<file path="config.mk">
export PLATFORM = sky130hd
export DESIGN_NAME = best_fit_page_allocator_core
export DESIGN_NICKNAME = d
export VERILOG_FILES = /design/src/bfpa_pkg.sv /design/src/bfpa_ctrl.sv /design/src/bfpa_dp.sv /design/src/best_fit_page_allocator_core.sv
export SDC_FILE = /design/constraint.sdc
export NUM_CORES = 2
export LEC_CHECK = 0
export BUFFER_PORTS_ARGS = -buffer_cell sky130_fd_sc_hd__buf_4
export CELL_PAD_IN_SITES_DETAIL_PLACEMENT = 1
export CELL_PAD_IN_SITES_GLOBAL_PLACEMENT = 1
export CORE_ASPECT_RATIO = 1.4
export CORE_MARGIN = 2
export CORE_UTILIZATION = 29
export CTS_BUF_LIST = sky130_fd_sc_hd__clkbuf_8
export DETAILED_ROUTE_END_ITERATION = 6
export GPL_TIMING_DRIVEN = 1
export MAX_ROUTING_LAYER = met4
export PLACE_DENSITY = 0.61
export SLEW_MARGIN = 20
export SYNTH_ARGS = -nofsm -noshare
export SYNTH_HDL_FRONTEND = slang
export SYNTH_SLANG_ARGS = --single-unit
</file>
<file path="constraint.sdc">
create_clock -name clk -period 19.7 [get_ports clk]
set_input_delay 3.94 -clock clk [delete_from_list [all_inputs] [get_ports clk]]
set_output_delay 3.94 -clock clk [all_outputs]
set_load 0.1 [all_outputs]
</file>
<file path="src/bfpa_pkg.sv">
// Shared types, constants and controller interface structs for the best-fit page allocator.
`default_nettype none
package bfpa_pkg;

  localparam int unsigned MAX_BLOCKS_DEF      = 64;
  localparam int unsigned PAGE_INDEX_BITS_DEF = 20;

  localparam logic [1:0] OP_ADD   = 2'd0;
  localparam logic [1:0] OP_ALLOC = 2'd1;
  localparam logic [1:0] OP_FREE  = 2'd2;

  localparam logic [1:0] ST_OK      = 2'd0;
  localparam logic [1:0] ST_NO_FIT  = 2'd1;
  localparam logic [1:0] ST_FULL    = 2'd2;

  typedef enum logic [3:0] {
    S_IDLE,
    S_SCAN_ISSUE,
    S_SCAN_WAIT,
    S_SCAN_CHECK,
    S_DECIDE,
    S_SHIFT_ISSUE,
    S_SHIFT_WAIT,
    S_SHIFT_WRITE,
    S_APPLY,
    S_DONE
  } bfpa_state_t;

  // Controller to datapath commands.
  typedef struct packed {
    logic load;        // capture the request
    logic scan_start;  // reset the scan index
    logic scan_rd;     // read entry at the scan index
    logic scan_step;   // evaluate the read entry and advance
    logic decide;      // choose the action after the scan
    logic shift_rd;    // read the source entry of a move
    logic shift_wr;    // write the moved entry and step
    logic apply;       // write the final entry and update totals
    logic finish;      // present the result
  } bfpa_cmd_t;

  // Datapath to controller status.
  typedef struct packed {
    logic scan_last;   // the scan index has reached the entry count
    logic need_shift;  // a move of entries is needed
    logic shift_last;  // the last move has been done
    logic done_early;  // the request ends without touching the table
  } bfpa_stat_t;

endpackage
`default_nettype wire

</file>
<file path="src/bfpa_ctrl.sv">
// Controller state machine sequencing scan, shift and update of the allocator.
`default_nettype none
module bfpa_ctrl
  import bfpa_pkg::*;
(
  input  wire        clk,
  input  wire        rst,
  input  wire        start,
  input  bfpa_stat_t stat,
  output bfpa_cmd_t  cmd,
  output logic       busy
);

  bfpa_state_t state, state_next;

  // State register.
  always_ff @(posedge clk) begin
    if (rst) begin
      state <= S_IDLE;
    end else begin
      state <= state_next;
    end
  end

  // Next state and command decode.
  always_comb begin
    state_next = state;
    cmd        = '0;
    busy       = (state != S_IDLE);
    unique case (state)
      S_IDLE: begin
        if (start) begin
          cmd.load       = 1'b1;
          cmd.scan_start = 1'b1;
          state_next     = S_SCAN_ISSUE;
        end
      end
      S_SCAN_ISSUE: begin
        if (stat.scan_last) begin
          state_next = S_DECIDE;
        end else begin
          cmd.scan_rd = 1'b1;
          state_next  = S_SCAN_WAIT;
        end
      end
      S_SCAN_WAIT: begin
        state_next = S_SCAN_CHECK;
      end
      S_SCAN_CHECK: begin
        cmd.scan_step = 1'b1;
        state_next    = S_SCAN_ISSUE;
      end
      S_DECIDE: begin
        cmd.decide = 1'b1;
        state_next = S_SHIFT_ISSUE;
      end
      S_SHIFT_ISSUE: begin
        if (stat.done_early) begin
          state_next = S_DONE;
        end else if (!stat.need_shift || stat.shift_last) begin
          state_next = S_APPLY;
        end else begin
          cmd.shift_rd = 1'b1;
          state_next   = S_SHIFT_WAIT;
        end
      end
      S_SHIFT_WAIT: begin
        state_next = S_SHIFT_WRITE;
      end
      S_SHIFT_WRITE: begin
        cmd.shift_wr = 1'b1;
        state_next   = S_SHIFT_ISSUE;
      end
      S_APPLY: begin
        cmd.apply  = 1'b1;
        state_next = S_DONE;
      end
      S_DONE: begin
        cmd.finish = 1'b1;
        state_next = S_IDLE;
      end
      default: begin
        state_next = S_IDLE;
      end
    endcase
  end

endmodule
`default_nettype wire

</file>
<file path="src/bfpa_dp.sv">
// Datapath: free-block table memory, scan evaluation, entry moves and totals.
`default_nettype none
module bfpa_dp
  import bfpa_pkg::*;
#(
  parameter int unsigned MAX_BLOCKS      = MAX_BLOCKS_DEF,
  parameter int unsigned PAGE_INDEX_BITS = PAGE_INDEX_BITS_DEF
) (
  input  wire                         clk,
  input  wire                         rst,
  input  bfpa_cmd_t                   cmd,
  output bfpa_stat_t                  stat,
  input  wire  [1:0]                  opcode,
  input  wire  [PAGE_INDEX_BITS-1:0]  block_base,
  input  wire  [PAGE_INDEX_BITS:0]    page_count,
  output logic                        done,
  output logic [1:0]                  status,
  output logic [PAGE_INDEX_BITS-1:0]  alloc_base,
  output logic [PAGE_INDEX_BITS:0]    free_total
);

  localparam int unsigned IW = $clog2(MAX_BLOCKS);
  localparam int unsigned CW = $clog2(MAX_BLOCKS + 1);
  localparam int unsigned PW = PAGE_INDEX_BITS;
  localparam int unsigned LW = PAGE_INDEX_BITS + 1;
  localparam logic [LW-1:0] SPACE = LW'(1) << PW;
  localparam logic [CW-1:0] FULL  = CW'(MAX_BLOCKS);

  typedef enum logic [1:0] {
    A_NONE,
    A_INSERT,
    A_MODIFY,
    A_DELETE
  } act_t;

  // Table memory, one write and one registered read port.
  logic [PW-1:0] mem_start [MAX_BLOCKS];
  logic [LW-1:0] mem_len   [MAX_BLOCKS];
  logic [PW-1:0] rd_start;
  logic [LW-1:0] rd_len;
  logic          rd_en;
  logic          wr_en;
  logic [IW-1:0] wr_addr, rd_addr;
  logic [PW-1:0] wr_start;
  logic [LW-1:0] wr_len;

  // The read data is held until the next read, so it stays valid while it waits.
  assign rd_en = cmd.scan_rd | cmd.shift_rd;

  always_ff @(posedge clk) begin
    if (wr_en) begin
      mem_start[wr_addr] <= wr_start;
      mem_len[wr_addr]   <= wr_len;
    end
    if (rd_en) begin
      rd_start <= mem_start[rd_addr];
      rd_len   <= mem_len[rd_addr];
    end
  end

  // Request and scan state.
  logic [1:0]    op;
  logic [PW-1:0] base;
  logic [LW-1:0] cnt, len;
  logic [CW-1:0] count, scan_idx, pos, best;
  logic [CW-1:0] shift_idx, shift_end;
  logic          found, lo, hi, shift_up;
  logic [PW-1:0] best_start, lo_start, hi_start;
  logic [LW-1:0] best_len, lo_len, hi_len, total;
  logic          pos_done;
  act_t          act;
  logic [CW-1:0] act_idx;
  logic [PW-1:0] act_start;
  logic [LW-1:0] act_len;
  logic          early;

  logic [LW-1:0] room, clip_len;
  assign room     = SPACE - LW'(block_base);
  assign clip_len = (page_count > room) ? room : page_count;

  logic [LW:0] tsum;
  assign tsum = {1'b0, total} + {1'b0, (op == OP_ALLOC) ? LW'(0) : len};

  assign stat.scan_last  = (scan_idx == count);
  assign stat.need_shift = shift_up ? (shift_idx > shift_end) : (shift_idx < shift_end);
  assign stat.shift_last = !stat.need_shift;
  assign stat.done_early = early;

  // Read address: scan reads, then shift reads.
  always_comb begin
    rd_addr = IW'(scan_idx);
    if (cmd.shift_rd) begin
      rd_addr = shift_up ? IW'(shift_idx - CW'(1)) : IW'(shift_idx + CW'(1));
    end
  end

  // Write port: entry moves, then the final entry.
  always_comb begin
    wr_en    = 1'b0;
    wr_addr  = IW'(act_idx);
    wr_start = act_start;
    wr_len   = act_len;
    if (cmd.shift_wr) begin
      wr_en    = 1'b1;
      wr_addr  = IW'(shift_idx);
      wr_start = rd_start;
      wr_len   = rd_len;
    end else if (cmd.apply && (act == A_INSERT || act == A_MODIFY)) begin
      wr_en = 1'b1;
    end
  end

  always_ff @(posedge clk) begin
    if (rst) begin
      count <= '0;
      total <= '0;
      done  <= 1'b0;
    end else begin
      done <= cmd.finish;
      if (cmd.apply) begin
        unique case (act)
          A_INSERT: count <= count + CW'(1);
          A_DELETE: count <= count - CW'(1);
          A_MODIFY: begin
            if (op == OP_FREE && lo && hi) count <= count - CW'(1);
          end
          default: ;
        endcase
        if (op == OP_ALLOC) begin
          total <= (total > cnt) ? total - cnt : '0;
        end else begin
          total <= (tsum > {1'b0, SPACE}) ? SPACE : tsum[LW-1:0];
        end
      end
    end
  end

  // Request capture, scan and decision.
  always_ff @(posedge clk) begin
    if (cmd.load) begin
      op       <= opcode;
      base     <= block_base;
      cnt      <= page_count;
      len      <= clip_len;
      found    <= 1'b0;
      pos_done <= 1'b0;
      pos      <= '0;
      best     <= '0;
      lo       <= 1'b0;
      hi       <= 1'b0;
      status   <= ST_OK;
      alloc_base <= '0;
    end
    if (cmd.scan_start) begin
      scan_idx <= '0;
    end
    if (cmd.scan_step) begin
      scan_idx <= scan_idx + CW'(1);
      // Best fit: smallest length that fits, lowest index wins ties.
      if (rd_len >= cnt && (!found || rd_len < best_len)) begin
        found      <= 1'b1;
        best       <= scan_idx;
        best_start <= rd_start;
        best_len   <= rd_len;
      end
      // Insertion point: first entry starting above the base.
      if (!pos_done) begin
        if (rd_start <= base) begin
          pos      <= scan_idx + CW'(1);
          lo_start <= rd_start;
          lo_len   <= rd_len;
        end else begin
          pos_done <= 1'b1;
          hi_start <= rd_start;
          hi_len   <= rd_len;
        end
      end
    end
    if (cmd.decide) begin
      early     <= 1'b0;
      act       <= A_NONE;
      shift_up  <= 1'b0;
      shift_idx <= '0;
      shift_end <= '0;
      if (cnt == '0 || op == 2'd3) begin
        early <= 1'b1;
      end else if (op == OP_ADD) begin
        if (count >= FULL) begin
          status <= ST_FULL;
          early  <= 1'b1;
        end else begin
          act       <= A_INSERT;
          act_idx   <= pos;
          act_start <= base;
          act_len   <= len;
          shift_up  <= 1'b1;
          shift_idx <= count;
          shift_end <= pos;
        end
      end else if (op == OP_ALLOC) begin
        if (!found || cnt > total) begin
          status <= ST_NO_FIT;
          early  <= 1'b1;
        end else begin
          alloc_base <= best_start;
          act_idx    <= best;
          if (best_len > cnt) begin
            act       <= A_MODIFY;
            act_start <= best_start + cnt[PW-1:0];
            act_len   <= best_len - cnt;
          end else begin
            act       <= A_DELETE;
            shift_idx <= best;
            shift_end <= count - CW'(1);
          end
        end
      end else begin
        logic l, h;
        l = (pos != '0) && ({2'b0, lo_start} + {1'b0, lo_len} == {2'b0, base});
        h = pos_done && ({2'b0, base} + {1'b0, len} == {2'b0, hi_start});
        lo <= l;
        hi <= h;
        if (l && h) begin
          act       <= A_MODIFY;
          act_idx   <= pos - CW'(1);
          act_start <= lo_start;
          act_len   <= lo_len + len + hi_len;
          shift_idx <= pos;
          shift_end <= count - CW'(1);
        end else if (l) begin
          act       <= A_MODIFY;
          act_idx   <= pos - CW'(1);
          act_start <= lo_start;
          act_len   <= lo_len + len;
        end else if (h) begin
          act       <= A_MODIFY;
          act_idx   <= pos;
          act_start <= base;
          act_len   <= hi_len + len;
        end else if (count >= FULL) begin
          status <= ST_FULL;
          early  <= 1'b1;
        end else begin
          act       <= A_INSERT;
          act_idx   <= pos;
          act_start <= base;
          act_len   <= len;
          shift_up  <= 1'b1;
          shift_idx <= count;
          shift_end <= pos;
        end
      end
    end
    if (cmd.shift_wr) begin
      shift_idx <= shift_up ? shift_idx - CW'(1) : shift_idx + CW'(1);
    end
  end

  assign free_total = total;

endmodule
`default_nettype wire

</file>
<file path="src/best_fit_page_allocator_core.sv">
// Top level of the best-fit page allocator: controller and datapath.
// The request is handled in steps: a scan of every entry, a decision, any entry moves,
// then the final write and totals update; an ignored or refused request skips moves and write.
// Throughput: one transaction at a time; the next may be accepted in the strobe cycle.
// Synchronous reset empties the table (entry count and free total cleared).
// The receiver cannot stall: done marks each result for exactly one cycle.
`default_nettype none
module best_fit_page_allocator_core
  import bfpa_pkg::*;
#(
  parameter int unsigned MAX_BLOCKS      = MAX_BLOCKS_DEF,
  parameter int unsigned PAGE_INDEX_BITS = PAGE_INDEX_BITS_DEF
) (
  input  wire                         clk,
  input  wire                         rst,
  input  wire                         start,
  output logic                        busy,
  input  wire  [1:0]                  opcode,
  input  wire  [PAGE_INDEX_BITS-1:0]  block_base,
  input  wire  [PAGE_INDEX_BITS:0]    page_count,
  output logic                        done,
  output logic [1:0]                  status,
  output logic [PAGE_INDEX_BITS-1:0]  alloc_base,
  output logic [PAGE_INDEX_BITS:0]    free_total
);

  bfpa_cmd_t  cmd;
  bfpa_stat_t stat;

  bfpa_ctrl u_ctrl (
    .clk  (clk),
    .rst  (rst),
    .start(start),
    .stat (stat),
    .cmd  (cmd),
    .busy (busy)
  );

  bfpa_dp #(
    .MAX_BLOCKS     (MAX_BLOCKS),
    .PAGE_INDEX_BITS(PAGE_INDEX_BITS)
  ) u_dp (
    .clk       (clk),
    .rst       (rst),
    .cmd       (cmd),
    .stat      (stat),
    .opcode    (opcode),
    .block_base(block_base),
    .page_count(page_count),
    .done      (done),
    .status    (status),
    .alloc_base(alloc_base),
    .free_total(free_total)
  );

  // A transaction accepted while idle makes the block busy next cycle.
  a_start_busy: assert property (@(posedge clk) disable iff (rst)
    (start && !busy) |=> busy) else $error("accepted transaction did not raise busy");

  // The result strobe is one cycle wide and comes as busy falls.
  a_done_pulse: assert property (@(posedge clk) disable iff (rst)
    done |=> !done) else $error("result strobe longer than one cycle");

  a_done_idle: assert property (@(posedge clk) disable iff (rst)
    done |-> !busy) else $error("result shown while still busy");

  // A failed request never reports an allocation base.
  a_fail_base: assert property (@(posedge clk) disable iff (rst)
    (done && status != ST_OK) |-> (alloc_base == '0))
    else $error("failed request reported a base");

endmodule
`default_nettype wire

</file>
Yosys cells after proc, flatten, opt, wreduce, memory -nomap -nowiden. Memory sizes are Yosys's and may differ from the RTL's. A register that Yosys moved wholly into a read port is not among the register bits. Index checks and enable logic that the tools add are counted.

$add $sub $neg: 16. Multiply operators: 0. Div/mod/pow operators: 0. $lt $le $gt $ge: 11. Equal/unequal tests: 22. Shifts and indexed selects: 0. Muxes and demuxes: 140. Bitwise logic cells: 4. Reduce and logical (&&, ||, !) cells: 27.

Operators with widths (count): 20-bit two-way mux (15); 21-bit two-way mux (14); 7-bit two-way mux (37); 21-bit > comparator (4); 21-bit adder (3); 1-bit two-way mux (47); 20-bit by 21-bit adder with 22-bit output (2); 22-bit by 20-bit equality test with 1-bit output (2); 21-bit subtractor (2); 2-bit two-way mux (18); 4-bit one-hot mux with 8 select lines (1); 21-bit by 21-bit adder with 22-bit output (1); 22-bit by 21-bit > comparator with 1-bit output (second input constant) (1); 7-bit by 1-bit adder with 7-bit output (second input constant) (3); 21-bit greater-or-equal comparator (1); 21-bit logical NOT (1); 21-bit less-than comparator (1); 7-bit one-hot mux with 3 select lines (1); 21-bit by 20-bit subtractor with 21-bit output (first input constant) (1); 7-bit by 1-bit subtractor with 7-bit output (second input constant) (3); 20-bit adder (1); 20-bit <= comparator (1); 6-bit two-way mux (3); 4-bit by 3-bit equality test with 1-bit output (second input constant) (4); other kinds (28) (53).

Register bits after elaboration: 333. Latch bits: 0. Bits in writable memories: 2624. Bits in read-only memories: 0. Output and inout bits: 45. Word-level logic and storage cells: 253. Memories: 2.

Memory list: u_dp.mem_len (depth 64, width 21, read ports 1, clocked after memory_dff 1, wr ports 1, line bfpa_dp.sv:38) `logic [LW-1:0] mem_len [MAX_BLOCKS];`; u_dp.mem_start (depth 64, width 20, read ports 1, clocked after memory_dff 1, wr ports 1, line bfpa_dp.sv:37) `logic [PW-1:0] mem_start [MAX_BLOCKS];`.

Logic depth before layout (Yosys ltp).
Word-level depth: 11. Mapped depth: 21.

Cells and area by module. A second synthesis with hierarchy kept.

Cells, all modules: 7618. Area, all modules: 129135.1 µm².

By module, submodules not included: bfpa_dp (instances 1, cells an instance 7579, area each 128819.8 µm², sequential area each 89185.5 µm²); bfpa_ctrl (instances 1, cells an instance 39, area each 315.3 µm², sequential area each 80.1 µm²).

Least setup slack after synthesis. No wires, ideal clock.

Path kind: flip-flop to flip-flop. From: register u_dp.shift_idx[0]. To: register u_dp.rd_len[0], read port of u_dp.mem_len (enable). Setup time: 0.665 ns. Arrival: 8.315 ns. Path slack: 10.720 ns. Stages on the path, launching flop included: 11. Buffers on the path: 1. Cell sequence: edfxtp_1 > clkbuf_1 > inv_1 > ha_1 > nand3b_1 > a21oi_1 > o211a_1 > nor2_1 > nor2_1 > inv_1 > a2111oi_0.

Longest elaborated chain between the ends: 6.

RTL lines: start: declaration (line bfpa_dp.sv:66) `logic [CW-1:0] shift_idx, shift_end;`; start signal: assignment (line bfpa_dp.sv:197) `shift_idx <= count;`; start signal: assignment (line bfpa_dp.sv:213) `shift_idx <= best;`; start signal: assignment (line bfpa_dp.sv:228) `shift_idx <= pos;`; 7-bit less-than comparator / 7-bit > comparator (equally long branches) (line bfpa_dp.sv:85) `assign stat.need_shift = shift_up ? (shift_idx > shift_end) : (shift_idx < shift_end);`; 1-bit two-way mux * (line bfpa_dp.sv:85); 1-bit two-way mux * (line bfpa_ctrl.sv:60) `end else if (!stat.need_shift || stat.shift_last) begin`; 1-bit two-way mux * (line bfpa_ctrl.sv:58) `if (stat.done_early) begin`; 1-bit two-way mux * (line bfpa_ctrl.sv:30) `unique case (state)`; 1-bit OR * (line bfpa_dp.sv:48) `assign rd_en = cmd.scan_rd | cmd.shift_rd;`; via u_dp.rd_en (line bfpa_dp.sv:41) `logic rd_en;`; end: declaration (line bfpa_dp.sv:40) `logic [LW-1:0] rd_len;`.

The timed path passes the listed nets; every way through them passes the cells marked *. A chain may end at the register's enable or synchronous reset.

Worst setup path in the final report.
From: input port block_base[5]. To: register u_dp.len[1] (data pin).

Longest elaborated chain between the ends: 3.

RTL lines: start: declaration (line best_fit_page_allocator_core.sv:19) `input wire [PAGE_INDEX_BITS-1:0] block_base,`; 21-bit by 20-bit subtractor with 21-bit output (line bfpa_dp.sv:78) `assign room = SPACE - LW'(block_base);`; 21-bit > comparator (line bfpa_dp.sv:79) `assign clip_len = (page_count > room) ? room : page_count;`; 21-bit two-way mux (line bfpa_dp.sv:79); via u_dp.clip_len[1] (line bfpa_dp.sv:77) `logic [LW-1:0] room, clip_len;`; end signal: assignment (line bfpa_dp.sv:144) `len <= clip_len;`; end: declaration (line bfpa_dp.sv:64) `logic [LW-1:0] cnt, len;`.

The timed path passes the listed nets, and every way through them passes these cells.

==> out/qor.yml <==
ir_worst_vdd_uv: 52.3
hold_violations: 0
synth_flop_cell: "edfxtp_1"
yosysSeqAreaShare: 0.673
synth_edf_count: 2924
yosys-top-cells-area: "edfxtp_1, nand2_1, nand3_1, mux2i_1, ha_1"
relSlewSlack: 0.137
placed_area_sq_um: 141000
io_pins: 91
p_int_mw: 9.64
synthCells: 10800
r2r_cells: 18
avgViaCountPerCell: 5.34
syn_nets: 11100
synth_most_common_cell: "edfxtp_1"
layout_setup_ws_ns: 12.42
place_hpwl_um: 299000
die_area_sq_um: 463000
grt_max_degree: 127
final_cell_area_sq_um: 149000
p_switching_mw: 3.67
crit_chain: "buf_4 > nor4_1 > nand3_1 > nor4_1 > nand2_1 > or3_1 > xnor2_1 > ha_1 > nand4_1 > nor2_1 > and2_1 > nand2_1 > o21a_1 > a21oi_2 > buf_4 > mux2_2"
worst-setup-path-type: "in2reg"
r2r_start: "u_dp.shift_idx[0]"
period_needed_ns: 7.28
drv_slew: 0
dieWidth_um: 575
critPathMaxFanout: 15
numPortBuffers: 90
htreeDepth: 5
startpoint_type: "input port"
reg2reg_to: "u_dp.rd_start[8]"
initial_core_util: 0.291
grt_pass1_vias: 94600
cts_hold_buf: 0
rrSetupSlack_ns: 12.46
clockBufferDepth: 4
yosys_warnings: 0
root_buffer: "clkbuf_8"
nFillCells: 49200
syn2layout_area_growth_pct: 12.6
power_frac_seq: 0.530
switching_share: 0.276
p_leak_nw: 51.7
drc: 0
slowest_delay_ns: 0.59
routed_wl_um: 491000
grt.overflow.total: 0
endpoint_kind: "flip-flop"
power_density_nw_per_um2: 89.2
cts.sinks: 2997
power_frac_comb: 0.116
grt_pass1_wl_um: 693000
clock_latency_ns: 1.16
holdCritPathClass: "reg2reg"
die_h_um: 804
synth_area_sq_um: 133000
async_reset_ff_frac: 0
critPathArrivalTime_ns: 8.19
critPathSlowestCell: "nor4_1"
fin_cells: 17400
clock_skew_ns: 0.127
yosys.area.top_type_share: 0.662
p_total_mw: 13.3
gp_congestion: 0.900
synth.distinct_cells: 98
synth_commonest_cells: "edfxtp_1, nand2_1, nand3_1"
core_area_sq_um: 455000
track_usage: 0.212
outcome: "finished clean"
final-setup-viol-count: 0
yosys_register_bits: 2997
clk_pin_slew_ns: 0.06
cp-startpoint: "block_base[5]"
pre_cts_ws_ns: 11.29
clkPwrFrac: 0.354
cts_tree: "done"
critical_path.endpoint: "u_dp.len[1]"
antenna_left: 0
placed_cells_incl_taps: 16600
fmax_mhz: 137
numCtsBuffers: 441
tightest_slew_ns: 1.29
vias: 92900
first_iter_violations: 7729
fin_crit_sh: 0.369
post_route_cells_drive_above_1_share: 0.0946
finalSetupTns_ns: 0
first_pass_iters: 6
wl_per_cell_um: 28.2
cts_setup_buffers: 0
synth_top_cell_by_area: "edfxtp_1"
cts_resized: 0
grt_antenna_before_repair: 17
max_cap_viol_count: 0
required_ns: 20.61
rsz0062_at_grt: "no"
syn_area_per_cell_sq_um: 12.3
nets: 11300
rows: 293
[state kept, by name, indices dropped and copies added (netlist names), 21 cells and up]
register and cells:
u_dp.act_len 21, u_dp.best_len 21, u_dp.cnt 21, u_dp.free_total 21, u_dp.hi_len 21, u_dp.len 21
u_dp.lo_len 21, u_dp.mem_len 1344, u_dp.mem_start 1280, u_dp.rd_len 21
[metal layers]
metal  wire length (um)  global-route usage  vias up
li1                   -                   -    40500
met5                  0                   -        -
met4              29300               0.113        0
met2             249000               0.369     3052
met1             186000               0.237    48200
met3              26400              0.0263     1069
[cells in the final DEF (no fill, tap or decap), types with 40 or more instances in the layout]
cell,n
edfxtp_1,2924
nand2_1,2518
nand3_1,879
a21oi_1,584
clkbuf_8,458
mux2i_1,395
buf_4,339
inv_1,331
ha_1,281
nor2_1,247
o21ai_0,235
a31oi_1,162
xnor2_1,144
nor3_1,125
and3_1,121
clkinv_1,103
a21o_1,97
o221ai_1,89
xor2_1,76
nor2_4,75
dfxtp_1,72
o22ai_1,66
a211oi_1,62
nand4_1,60
nor4_1,57
o21a_1,50
nand2_2,40
[worst min path at each step]
stage,end,slack [ns],cells after the start,startpoint
finish,u_dp.alloc_base[1],0.46,2,u_dp.alloc_base[1]
global route,u_dp.alloc_base[6],0.48,2,u_dp.alloc_base[6]
CTS,u_dp.alloc_base[6],0.46,2,u_dp.alloc_base[6]
detailed placement,u_dp.alloc_base[6],0.46,2,u_dp.alloc_base[6]
global placement,u_dp.alloc_base[16],0.45,2,u_dp.alloc_base[16]
floorplan,u_dp.best[6],0.43,2,u_dp.best[6]
[cell families (layout without fill, tap and decap cells)]
group                      Yosys count  in the layout  synth area share
muxes                              421            421            0.0321
xor gates and xnor gates           220            220            0.0145
and+or+nand+nor                   4344           4344             0.142
DFF                               2997           2997             0.673
AOI/OAI and AO/OA                 1769           1769            0.0865
buffers and inverters              764           1296            0.0233
other                                0             14                 0
adders and majority gates          290            290            0.0279
[power groups by stage]
stage | combinational (mW) | sequential (mW) | clock, mW
floorplan | 0.958 | 7.12 | 0
global placement | 1.51 | 7.19 | 0
finish | 1.54 | 7.06 | 4.71
global route | 1.65 | 7.05 | 5.06
CTS | 1.54 | 7.06 | 4.81
detailed placement | 1.53 | 7.19 | 0
[cell type report]
| type | instances | area [sq um] | area share |
|---|---|---|---|
| repair buffers | 350 | 2770 | 0.0185 |
| clock inverters | 321 | 1500 | 0.0100 |
| inverters | 167 | 627 | 0.00420 |
| well taps | 6047 | 7570 | 0.0507 |
| diodes | 14 | 35.0 | 0.000235 |
| clock buffers | 458 | 6300 | 0.0423 |
| flip-flops and latches | 2997 | 89300 | 0.598 |
| multi-input cells | 7044 | 41100 | 0.276 |
[through the flow]
| stage | hold slack, ns | util |
|---|---|---|
| after detailed placement | 0.457 | 0.311 |
| after CTS | 0.464 | 0.328 |
| after global routing | 0.481 | 0.328 |
| after global placement | 0.450 | 0.311 |
| after floorplan | 0.435 | - |
| final | 0.459 | 0.328 |
[critical path: cells and delay by family]
kind | cells | cell delay, ns
compound gates | 2 | 0.56
xor+xnor | 1 | 0.15
fa+ha+maj | 1 | 0.29
buf+inv | 2 | 0.51
mux | 1 | 0.37
simple gates | 9 | 2.33
Note: power is estimated with default switching activity, not from simulation.
